`config.mk`:
```
export PLATFORM = sky130hd
export DESIGN_NAME = rgbw_dimmer_pwm_pulse_control
export DESIGN_NICKNAME = d
export VERILOG_FILES = /design/src/rtl/rdpc_pkg.sv /design/src/rtl/rdpc_front.sv /design/src/rtl/rdpc_queue.sv /design/src/rtl/rdpc_back.sv /design/src/rtl/rgbw_dimmer_pwm_pulse_control.sv
export SDC_FILE = /design/constraint.sdc
export NUM_CORES = 1
export LEC_CHECK = 0
export ABC_AREA = 0
export BUFFER_PORTS_ARGS = -buffer_cell sky130_fd_sc_hd__buf_2
export CAP_MARGIN = 0
export CORE_ASPECT_RATIO = 0.9
export CORE_UTILIZATION = 58
export DETAILED_ROUTE_END_ITERATION = 12
export GPL_ROUTABILITY_DRIVEN = 0
export PLACE_DENSITY_LB_ADDON = 0.3
export SYNTH_ARGS = -nofsm -noshare
export SYNTH_HDL_FRONTEND = slang
export SYNTH_SLANG_ARGS = --single-unit
```
`constraint.sdc`:
```
create_clock -name clk -period 7.8 [get_ports clk]
set_clock_uncertainty 0.1 [all_clocks]
set_input_delay 0.78 -clock clk [delete_from_list [all_inputs] [get_ports clk]]
set_output_delay 0.78 -clock clk [all_outputs]
set_load 0.01 [all_outputs]
```
`src/rtl/rdpc_pkg.sv`:
```
// ----------------------------------------------------------------------------
// rdpc_pkg
// Shared types, codes and arithmetic constants of the RGBW dimmer pulse control.
// ----------------------------------------------------------------------------
package rdpc_pkg;

  // PWM period in microseconds; pulse arithmetic widths follow from it
  localparam int PERIOD_US = 10000;

  localparam int PULSE_W   = 14;
  localparam int PULSE_MAX = (1 << PULSE_W) - 1;

  // Microseconds per level step, worked out at elaboration
  localparam int P_STEP = PERIOD_US / 255;

  // Largest value of P_STEP * level * ceiling and its width
  localparam longint unsigned X_MAX = longint'(P_STEP) * 64'd65025;
  localparam int XW = $clog2(X_MAX + 64'd1);

  // x / 255 as (x * DIV_RECIP) >> DIV_SHIFT, exact for every x below 2**XW
  localparam int DIV_SHIFT = XW + 8;
  localparam longint unsigned DIV_RECIP = ((64'd1 << DIV_SHIFT) + 64'd254) / 64'd255;
  localparam int RECIP_W = $clog2(DIV_RECIP + 64'd1);

  // x / 100 as (x * LV_RECIP) >> LV_SHIFT, exact for x below 43690
  localparam int LV_RECIP = 20972;
  localparam int LV_SHIFT = 21;

  localparam int MUL_BW = (RECIP_W > 15) ? RECIP_W : 15;
  localparam int PROD_W = XW + MUL_BW;

  // Largest pulse the arithmetic can reach
  localparam int PULSE_TOP = (P_STEP * 255 > PULSE_MAX) ? PULSE_MAX : P_STEP * 255;

  localparam int DIMMER_MAX   = 100;
  localparam int DIMMER_RESET = 50;

  localparam int QUEUE_DEPTH = 2;

  // Event codes
  localparam logic [1:0] ACT_ONOFF  = 2'd0;
  localparam logic [1:0] ACT_DIMMER = 2'd1;
  localparam logic [1:0] ACT_COLOR  = 2'd2;

  // Channel codes
  localparam logic [1:0] CH_RED   = 2'd0;
  localparam logic [1:0] CH_GREEN = 2'd1;
  localparam logic [1:0] CH_BLUE  = 2'd2;
  localparam logic [1:0] CH_WHITE = 2'd3;

  // Register indexes
  localparam logic [2:0] CFG_RED_CEIL   = 3'd0;
  localparam logic [2:0] CFG_GREEN_CEIL = 3'd1;
  localparam logic [2:0] CFG_BLUE_CEIL  = 3'd2;
  localparam logic [2:0] CFG_WHITE_CEIL = 3'd3;
  localparam logic [2:0] CFG_WHITE_EN   = 3'd4;

  // Refresh command: dimmer in force and the color snapshot
  typedef struct packed {
    logic [6:0] dimmer;
    logic [7:0] red;
    logic [7:0] green;
    logic [7:0] blue;
  } rdpc_cmd_t;

  typedef struct packed {
    logic [7:0] red_ceiling;
    logic [7:0] green_ceiling;
    logic [7:0] blue_ceiling;
    logic [7:0] white_ceiling;
    logic       white_enable;
  } rdpc_cfg_t;

  typedef enum logic [2:0] {
    ST_IDLE,
    ST_LV_MUL,
    ST_LV_DIV,
    ST_PLAN,
    ST_PQ,
    ST_PX,
    ST_PD,
    ST_EMIT
  } rdpc_state_t;

endpackage

```
`src/rtl/rdpc_front.sv`:
```
// ----------------------------------------------------------------------------
// rdpc_front
// Accepts events, keeps color, dimmer and on flag, and queues refresh commands.
// ----------------------------------------------------------------------------
module rdpc_front import rdpc_pkg::*; (
  input  logic       clk,
  input  logic       rst,
  input  logic       in_valid,
  output logic       in_stall,
  input  logic [1:0] action,
  input  logic       light_on,
  input  logic [7:0] dimmer_level,
  input  logic [7:0] red_value,
  input  logic [7:0] green_value,
  input  logic [7:0] blue_value,
  input  logic       q_full,
  output logic       q_push,
  output rdpc_cmd_t  q_cmd
);

  logic [7:0] color [3];
  logic [6:0] dimmer;
  logic       on;
  logic       accept;
  logic [6:0] dim_clamped;

  assign in_stall    = q_full;
  assign accept      = in_valid && !q_full;
  assign dim_clamped = (dimmer_level > 8'(DIMMER_MAX)) ? 7'(DIMMER_MAX) : dimmer_level[6:0];

  always_comb begin
    q_push       = 1'b0;
    q_cmd.dimmer = dimmer;
    q_cmd.red    = color[0];
    q_cmd.green  = color[1];
    q_cmd.blue   = color[2];
    if (accept) begin
      unique case (action)
        ACT_ONOFF: begin
          q_push       = 1'b1;
          q_cmd.dimmer = light_on ? dimmer : '0;
        end
        ACT_DIMMER: begin
          q_push       = on;
          q_cmd.dimmer = dim_clamped;
        end
        ACT_COLOR: begin
          q_push      = on;
          q_cmd.red   = red_value;
          q_cmd.green = green_value;
          q_cmd.blue  = blue_value;
        end
        default: ;
      endcase
    end
  end

  always_ff @(posedge clk) begin
    if (rst) begin
      color[0] <= 8'hFF;
      color[1] <= 8'hFF;
      color[2] <= 8'hFF;
      dimmer   <= 7'(DIMMER_RESET);
      on       <= 1'b1;
    end else if (accept) begin
      unique case (action)
        ACT_ONOFF:  on     <= light_on;
        ACT_DIMMER: dimmer <= dim_clamped;
        ACT_COLOR: begin
          color[0] <= red_value;
          color[1] <= green_value;
          color[2] <= blue_value;
        end
        default: ;
      endcase
    end
  end

endmodule

```
`src/rtl/rdpc_queue.sv`:
```
// ----------------------------------------------------------------------------
// rdpc_queue
// Short first-in first-out queue of refresh commands.
// ----------------------------------------------------------------------------
module rdpc_queue import rdpc_pkg::*; (
  input  logic      clk,
  input  logic      rst,
  input  logic      push,
  input  rdpc_cmd_t push_cmd,
  input  logic      pop,
  output rdpc_cmd_t head,
  output logic      full,
  output logic      empty
);

  localparam int QAW = (QUEUE_DEPTH > 1) ? $clog2(QUEUE_DEPTH) : 1;
  localparam int CNT_W = $clog2(QUEUE_DEPTH + 1);

  rdpc_cmd_t        slot [QUEUE_DEPTH];
  logic [QAW-1:0]   wr_ptr;
  logic [QAW-1:0]   rd_ptr;
  logic [CNT_W-1:0] count;

  assign full  = (count == CNT_W'(QUEUE_DEPTH));
  assign empty = (count == '0);
  assign head  = slot[rd_ptr];

  always_ff @(posedge clk) begin
    if (push) begin
      slot[wr_ptr] <= push_cmd;
    end
  end

  always_ff @(posedge clk) begin
    if (rst) begin
      wr_ptr <= '0;
      rd_ptr <= '0;
      count  <= '0;
    end else begin
      if (push) begin
        wr_ptr <= (wr_ptr == QAW'(QUEUE_DEPTH - 1)) ? '0 : wr_ptr + 1'b1;
      end
      if (pop) begin
        rd_ptr <= (rd_ptr == QAW'(QUEUE_DEPTH - 1)) ? '0 : rd_ptr + 1'b1;
      end
      if (push && !pop) begin
        count <= count + 1'b1;
      end else if (pop && !push) begin
        count <= count - 1'b1;
      end
    end
  end

endmodule

```
`src/rtl/rdpc_back.sv`:
```
// ----------------------------------------------------------------------------
// rdpc_back
// Scales the color by the dimmer, routes grey to white and emits channel
// pulses one beat at a time through one shared multiplier.
// ----------------------------------------------------------------------------
module rdpc_back import rdpc_pkg::*; (
  input  logic               clk,
  input  logic               rst,
  input  rdpc_cfg_t          cfg,
  input  rdpc_cmd_t          head,
  input  logic               q_empty,
  output logic               q_pop,
  output logic               out_valid,
  input  logic               out_stall,
  output logic [1:0]         channel,
  output logic [PULSE_W-1:0] pulse_us,
  output logic               last_write
);

  localparam logic [2:0] STEP_WHITE_OFF = 3'd0;
  localparam logic [2:0] STEP_RED       = 3'd1;
  localparam logic [2:0] STEP_GREEN     = 3'd2;
  localparam logic [2:0] STEP_BLUE      = 3'd3;
  localparam logic [2:0] STEP_WHITE     = 3'd4;

  rdpc_state_t state;
  rdpc_state_t state_next;

  logic [1:0]        idx;
  logic [6:0]        dimmer;
  logic [7:0]        col [3];
  logic [7:0]        lv [3];
  logic [7:0]        white_lvl;
  logic [7:0]        wl_now;
  logic              post;
  logic [2:0]        step;
  logic [XW-1:0]     prod;
  logic [PULSE_W-1:0] pulse;

  logic [XW-1:0]     mul_a;
  logic [MUL_BW-1:0] mul_b;
  logic [PROD_W-1:0] product;
  logic [PROD_W-1:0] quot;
  logic [PULSE_W-1:0] pulse_sat;
  logic [7:0]        cur_level;
  logic [7:0]        cur_ceil;
  logic [1:0]        cur_chan;
  logic              is_last;
  logic              slot_free;
  logic              grey;
  logic [7:0]        plan_white;
  logic              plan_pre;
  logic              plan_post;

  assign product   = mul_a * mul_b;
  assign quot      = product >> DIV_SHIFT;
  assign pulse_sat = (quot > PROD_W'(PULSE_MAX)) ? PULSE_W'(PULSE_MAX) : quot[PULSE_W-1:0];
  assign slot_free = !out_valid || !out_stall;
  assign is_last   = (step == STEP_WHITE) || (step == STEP_BLUE && !post);

  // Grey test and white plan
  assign grey       = (lv[0] == lv[1]) && (lv[1] == lv[2]);
  assign plan_white = (cfg.white_enable && grey) ? lv[0] : '0;
  assign plan_pre   = cfg.white_enable && (plan_white == '0) && (wl_now != '0);
  assign plan_post  = cfg.white_enable && (plan_white != '0) && (plan_white != wl_now);

  always_comb begin
    state_next = state;
    unique case (state)
      ST_IDLE:   if (!q_empty) state_next = ST_LV_MUL;
      ST_LV_MUL: state_next = ST_LV_DIV;
      ST_LV_DIV: state_next = (idx == 2'd2) ? ST_PLAN : ST_LV_MUL;
      ST_PLAN:   state_next = ST_PQ;
      ST_PQ:     state_next = ST_PX;
      ST_PX:     state_next = ST_PD;
      ST_PD:     state_next = ST_EMIT;
      ST_EMIT:   if (slot_free) state_next = is_last ? ST_IDLE : ST_PQ;
      default:   state_next = ST_IDLE;
    endcase
  end

  always_comb begin
    cur_level = '0;
    cur_ceil  = cfg.white_ceiling;
    cur_chan  = CH_WHITE;
    case (step)
      STEP_RED: begin
        cur_level = lv[0];
        cur_ceil  = cfg.red_ceiling;
        cur_chan  = CH_RED;
      end
      STEP_GREEN: begin
        cur_level = lv[1];
        cur_ceil  = cfg.green_ceiling;
        cur_chan  = CH_GREEN;
      end
      STEP_BLUE: begin
        cur_level = lv[2];
        cur_ceil  = cfg.blue_ceiling;
        cur_chan  = CH_BLUE;
      end
      STEP_WHITE: begin
        cur_level = white_lvl;
      end
      default: ;
    endcase
  end

  always_comb begin
    q_pop = 1'b0;
    mul_a = prod;
    mul_b = '0;
    unique case (state)
      ST_IDLE:   q_pop = !q_empty;
      ST_LV_MUL: begin
        mul_a = XW'(col[idx]);
        mul_b = MUL_BW'(dimmer);
      end
      ST_LV_DIV: mul_b = MUL_BW'(LV_RECIP);
      ST_PQ: begin
        mul_a = XW'(cur_level);
        mul_b = MUL_BW'(cur_ceil);
      end
      ST_PX:     mul_b = MUL_BW'(P_STEP);
      ST_PD:     mul_b = MUL_BW'(DIV_RECIP);
      default: ;
    endcase
  end

  always_ff @(posedge clk) begin
    if (rst) begin
      state      <= ST_IDLE;
      wl_now     <= '0;
      out_valid  <= 1'b0;
      idx        <= '0;
      step       <= STEP_RED;
      post       <= 1'b0;
    end else begin
      state <= state_next;
      // load a new beat, or drop the one just taken
      if (state == ST_EMIT && slot_free) begin
        out_valid <= 1'b1;
      end else if (!out_stall) begin
        out_valid <= 1'b0;
      end
      unique case (state)
        ST_IDLE: begin
          if (!q_empty) begin
            dimmer <= head.dimmer;
            col[0] <= head.red;
            col[1] <= head.green;
            col[2] <= head.blue;
            idx    <= '0;
          end
        end
        ST_LV_MUL: prod <= product[XW-1:0];
        ST_LV_DIV: begin
          lv[idx] <= product[LV_SHIFT +: 8];
          idx     <= idx + 1'b1;
        end
        ST_PLAN: begin
          if (cfg.white_enable && grey) begin
            lv[0] <= '0;
            lv[1] <= '0;
            lv[2] <= '0;
          end
          if (cfg.white_enable) begin
            wl_now <= plan_white;
          end
          white_lvl <= plan_white;
          post      <= plan_post;
          step      <= plan_pre ? STEP_WHITE_OFF : STEP_RED;
        end
        ST_PQ: prod <= product[XW-1:0];
        ST_PX: prod <= product[XW-1:0];
        ST_PD: pulse <= pulse_sat;
        ST_EMIT: begin
          if (slot_free) begin
            channel    <= cur_chan;
            pulse_us   <= pulse;
            last_write <= is_last;
            step       <= step + 1'b1;
          end
        end
        default: ;
      endcase
    end
  end

endmodule

```
`src/rtl/rgbw_dimmer_pwm_pulse_control.sv`:
```
// ----------------------------------------------------------------------------
// rgbw_dimmer_pwm_pulse_control
// RGBW dimmer: turns light events into PWM pulse widths per channel.
// ----------------------------------------------------------------------------
// Input channel (in_valid / in_stall): one beat is one event: on/off, dimmer
// or color. The front takes a beat, updates the stored color,
// dimmer and on flag, and queues a refresh command when the light must be
// redrawn; events that need no refresh leave no result. in_stall rises only
// while the two-entry command queue is full.
// Output channel (out_valid / out_stall): each beat is one channel write
// (channel, pulse_us); last_write marks the final beat of an event. A refresh
// gives three or four beats: red, green and blue, led by an optional white-off
// or followed by an optional white write, never both.
// The back end pops the queue head and works it through the one shared
// multiplier, a step at a time: scale each color by the dimmer and divide by
// 100, then for each beat level times ceiling, times step, divide by 255. It
// takes the next command only after the last beat of the current one.
// A stalled output beat holds in the output register; the back end waits and
// the front keeps taking events until the queue fills.
// Reset restores color white, dimmer 50, light on, white level 0 and all
// ceilings 255 with the white channel enabled. Config writes are always ready.
// ----------------------------------------------------------------------------
module rgbw_dimmer_pwm_pulse_control import rdpc_pkg::*; (
  input  logic               clk,
  input  logic               rst,
  // configuration write channel
  input  logic               cfg_valid,
  output logic               cfg_ready,
  input  logic [2:0]         cfg_index,
  input  logic [7:0]         cfg_data,
  // event channel
  input  logic               in_valid,
  output logic               in_stall,
  input  logic [1:0]         action,
  input  logic               light_on,
  input  logic [7:0]         dimmer_level,
  input  logic [7:0]         red_value,
  input  logic [7:0]         green_value,
  input  logic [7:0]         blue_value,
  // channel write channel
  output logic               out_valid,
  input  logic               out_stall,
  output logic [1:0]         channel,
  output logic [PULSE_W-1:0] pulse_us,
  output logic               last_write
);

  rdpc_cfg_t cfg;
  rdpc_cmd_t q_cmd;
  rdpc_cmd_t q_head;
  logic      q_push;
  logic      q_pop;
  logic      q_full;
  logic      q_empty;

  // Config registers; out-of-range indexes are dropped
  assign cfg_ready = 1'b1;

  always_ff @(posedge clk) begin
    if (rst) begin
      cfg.red_ceiling   <= 8'hFF;
      cfg.green_ceiling <= 8'hFF;
      cfg.blue_ceiling  <= 8'hFF;
      cfg.white_ceiling <= 8'hFF;
      cfg.white_enable  <= 1'b1;
    end else if (cfg_valid && cfg_ready) begin
      unique case (cfg_index)
        CFG_RED_CEIL:   cfg.red_ceiling   <= cfg_data;
        CFG_GREEN_CEIL: cfg.green_ceiling <= cfg_data;
        CFG_BLUE_CEIL:  cfg.blue_ceiling  <= cfg_data;
        CFG_WHITE_CEIL: cfg.white_ceiling <= cfg_data;
        CFG_WHITE_EN:   cfg.white_enable  <= cfg_data[0];
        default: ;
      endcase
    end
  end

  // Front: take events, keep state, classify
  rdpc_front u_front (
    .clk          (clk),
    .rst          (rst),
    .in_valid     (in_valid),
    .in_stall     (in_stall),
    .action       (action),
    .light_on     (light_on),
    .dimmer_level (dimmer_level),
    .red_value    (red_value),
    .green_value  (green_value),
    .blue_value   (blue_value),
    .q_full       (q_full),
    .q_push       (q_push),
    .q_cmd        (q_cmd)
  );

  // Queue: decouple the front from the pulse sequencer
  rdpc_queue u_queue (
    .clk      (clk),
    .rst      (rst),
    .push     (q_push),
    .push_cmd (q_cmd),
    .pop      (q_pop),
    .head     (q_head),
    .full     (q_full),
    .empty    (q_empty)
  );

  // Back: scale, route white, emit pulses
  rdpc_back u_back (
    .clk        (clk),
    .rst        (rst),
    .cfg        (cfg),
    .head       (q_head),
    .q_empty    (q_empty),
    .q_pop      (q_pop),
    .out_valid  (out_valid),
    .out_stall  (out_stall),
    .channel    (channel),
    .pulse_us   (pulse_us),
    .last_write (last_write)
  );

`ifndef SYNTHESIS
  // Never push into a full queue
  a_no_overflow: assert property (@(posedge clk) disable iff (rst)
    q_push |-> !q_full)
    else $error("refresh command pushed into full queue");

  // Never pop an empty queue
  a_no_underflow: assert property (@(posedge clk) disable iff (rst)
    q_pop |-> !q_empty)
    else $error("refresh command popped from empty queue");

  // Pulse stays within the reachable range
  a_pulse_range: assert property (@(posedge clk) disable iff (rst)
    out_valid |-> (pulse_us <= PULSE_W'(PULSE_TOP)))
    else $error("pulse width beyond reachable range");

  // Output register is empty right after reset
  a_reset_clear: assert property (@(posedge clk)
    rst |=> !out_valid)
    else $error("output beat present after reset");
`endif

endmodule

```
==> reports/qor.csv <==
metric;value;unit
run_status;finished clean;
grt_first_pass_wirelength;84900;um
synth_area_leader_cell;edfxtp_1;
min_path_type;reg -> reg;
path_common_cell;fa_1;
clk_root_buffer_cell;clkbuf_16;
critical_path.endpoint_type;register;
drc;0;
drt-pass1-iter-count;6;
syn_area;0.02132;sq mm
yosys_warnings;0;
post_synth.cell_area_avg;10.01;sq um
final_period_minus_worst_setup_slack;7596;ps
vdd_drop_max;0.3050;mV
grt.total_usage;28.92;%
timing.max_cap.violations;0;
reg2reg_slack;200;ps
route.layer.met1.wl;22860;um
maximum_number_of_pins_on_one_net_before_global_route_repair;64;
layout-drive-gt1-share;17.08;%
crit_required;8100;ps
synth-async-reset-ratio;0;%
netlist.area_leader.share;25.08;%
layout.nets;2708;
total_setup_violations_reported_at_the_end_of_the_flow;0;
vias_per_cell;5.919;
port-buffer-count;69;
cts-hold-fix-buffers;0;
ioPinCount;71;
route.vias.total;16420;
antenna_found_initial;2;
timing.critical_path.slowest_stage_cell;fa_1;
regToRegEndpoint;u_back.pulse[11];
filler_cell_count;2695;
floorplan.die.height;183.9;um
final.period_utilization;97.38;%
setup_crit_end;u_back.pulse[11];
grt_pass1_vias;16066;
synth_enable_flop_cells;178;
rsz0062_at_grt;yes;
synthToLayoutAreaGrowth;13.78;%
global_route.overflow_total;0;
clock_tree_from_tritoncts;done;
std_cell_rows;66;
final_ant_viol_nets;0;
finalHoldViolCount;0;
post_drt_wl_per_cell;19.32;um
initial_core_util;58.93;%
synth.ff_latch_count;268;
finalNonFillerCells;2774;
detailedRoute.firstIterationViolations;1662;
cts_num_sinks;268;
relSlewSlack;19.74;%
worstSetupStartpointType;register;
summed_negative_setup_slack_over_all_endpoints;0;ps
synth-seq-area-share;33.53;%
worst_pin_slew;1199;ps
sequential_cell_area;0.007159;sq mm
maxClockFrequency;131.6;MHz
routed-wl-met2;24100;um
post_place_setup_slack;-235.1;ps
crit_fanout;9;
cts.path.max_buffers;3;
die_w;204.1;um
floorplan.core_area;0.03617;sq mm
multiInputGateArea;0.01311;sq mm
critical_path.startpoint;u_back.step[1];
count_of_unique_library_cells_instantiated_by_yosys;75;
synth-main-ff-cell;edfxtp_1;
power-per-cell-area;364.0;mW/mm^2
clk_latency;550;ps
timing.hold.ws;327.1;ps
postSynthCellCount;2130;
die_area;0.03752;sq mm
critPathArrivalTime;7890;ps
critical_register_to_register_path_startpoint;u_back.step[1];
critPathKind;reg -> reg;
cts-buffers-inserted;26;
worst_setup_hold_path_clk_slew;70;ps
timing.final.ws_setup;204.0;ps
p_leak;11.17;nW
dp.final_hpwl;40800;um
reg2regPathDepth;29;
placedCellCount;2720;
route.top_layer_used;met4;
stage_delay_of_the_slowest_cell_on_the_critical_path;550;ps
route.met3.wl;5004;um
netlist_top_cells_area;edfxtp_1 (25%), fa_1 (17%), ha_1 (12%);
clock_tree.htree_level_count;1;
totalWireLength;53600;um
maxSlewViolCount;0;
how the worst min path moves through the flow:
stage                           startpoint             endpoint  slack (ps)  depth (start not counted)
after CTS                 u_back.pulse[13]  u_back.pulse_us[13]         330                          0
after global routing       u_back.pulse[3]   u_back.pulse_us[3]         330                          0
after global placement     u_back.pulse[8]   u_back.pulse_us[8]         310                          0
after floorplan            u_back.pulse[0]   u_back.pulse_us[0]         300                          0
after detailed placement  u_back.pulse[13]  u_back.pulse_us[13]         310                          0
final                      u_back.pulse[8]   u_back.pulse_us[8]         330                          0
kinds of logic after synthesis:
group | synth area share (%)
compound gates | 10.08
buf+inv | 6.962
xor+xnor | 1.644
other cells | 0.03523
mux | 3.481
fa+ha+maj | 28.90
simple gates | 15.36
flops | 33.53
layer usage:
layer,global-route usage [%],vias up
met1,41.06,7981
met5,0,-
met3,5.707,134
met2,45.32,771
met4,7.612,0
li1,-,7534
what timing repair did:
| action | 4_1_cts | 5_1_grt |
|---|---|---|
| resized for setup | 12 | 81 |
| setup buffers | 1 | 2 |
| cloned | 0 | 0 |
| setup endpoints to repair | 33 | 40 |
| pin swaps | 4 | 25 |
registers in the layout, indices dropped and copies added (netlist names), 3 cells and up, named ones only:
signal	count
u_back.dimmer	7
u_back.col	24
cfg	33
u_back.white_lvl	8
u_back.prod	22
u_front.color	24
u_back.step	3
u_back.pulse_us	14
u_queue.slot	62
u_back.state	3
u_back.pulse	14
u_back.wl_now	8
u_front.dimmer	7
u_back.lv	24
per-stage QoR:
step / util, % / power (mW) / cell area [sq um]
4_1_cts: 66.12 / 8.478 / 23920
6_report: 67.05 / 8.827 / 24250
2_1_floorplan: - / 5.123 / 21360
3_3_place_gp: 63.42 / 6.881 / 22940
3_5_place_dp: 63.42 / 7.007 / 22940
5_1_grt: 67.03 / 9.422 / 24240
cells in the mapped netlist (10+ instances only):
master	count
a31oi_1	17
dfxtp_1	90
nor2_1	105
nand3b_1	23
inv_1	280
o21ai_0	52
o22ai_1	16
a21o_1	17
or3_1	32
a211o_1	11
mux2_2	56
nor2b_1	24
mux2i_1	10
a22oi_1	20
fa_1	184
a21oi_1	90
edfxtp_1	178
xor2_1	13
xnor2_1	27
nand2_1	255
and3_1	48
nand3_1	33
and2_1	73
clkbuf_1	85
nor3_1	27
ha_1	198
cell type report:
cell class                 instances  area share [%]
timing repair buffer             210           5.840
multi-input combinational       1489           54.06
antenna                            3         0.03095
clock inverter                    18          0.8409
tap                              476           2.456
inverter                         280           4.334
sequential                       268           29.52
clock buffer                      30           2.920
power breakdown:
part,switching [mW],leakage [nW],internal [mW],total [mW]
Combinational,3.15,8.46,2.31,5.46
Sequential,0.244,2.27,1.79,2.03
Clock,0.553,0.441,0.787,1.34
placed cells by master (no fill, tap or decap), types with 28 or more instances in the layout:
| cell | synthesis | final |
|---|---|---|
| or3_1 | 32 | 32 |
| and3_1 | 48 | 48 |
| edfxtp_1 | 178 | 178 |
| nor2_1 | 105 | 98 |
| o21ai_0 | 52 | 37 |
| buf_4 | 2 | 140 |
| nand3_1 | 33 | 31 |
| and2_1 | 73 | 73 |
| a21oi_1 | 90 | 79 |
| buf_2 | 9 | 69 |
| inv_1 | 280 | 280 |
| clkbuf_16 | 0 | 28 |
| ha_1 | 198 | 187 |
| fa_1 | 184 | 182 |
| dfxtp_1 | 90 | 84 |
| nand2_1 | 255 | 253 |
| mux2_2 | 56 | 56 |
critical path: cells and delay by family, from the launching register on:
| family | cells | cell delay (ps) |
|---|---|---|
| compound gates | 6 | 1320 |
| fa+ha+maj | 9 | 3890 |
| buf+inv | 7 | 650 |
| flops | 1 | 380 |
| mux | 1 | 130 |
| simple gates | 6 | 990 |
No activity file was read; power rests on OpenSTA's default activity.
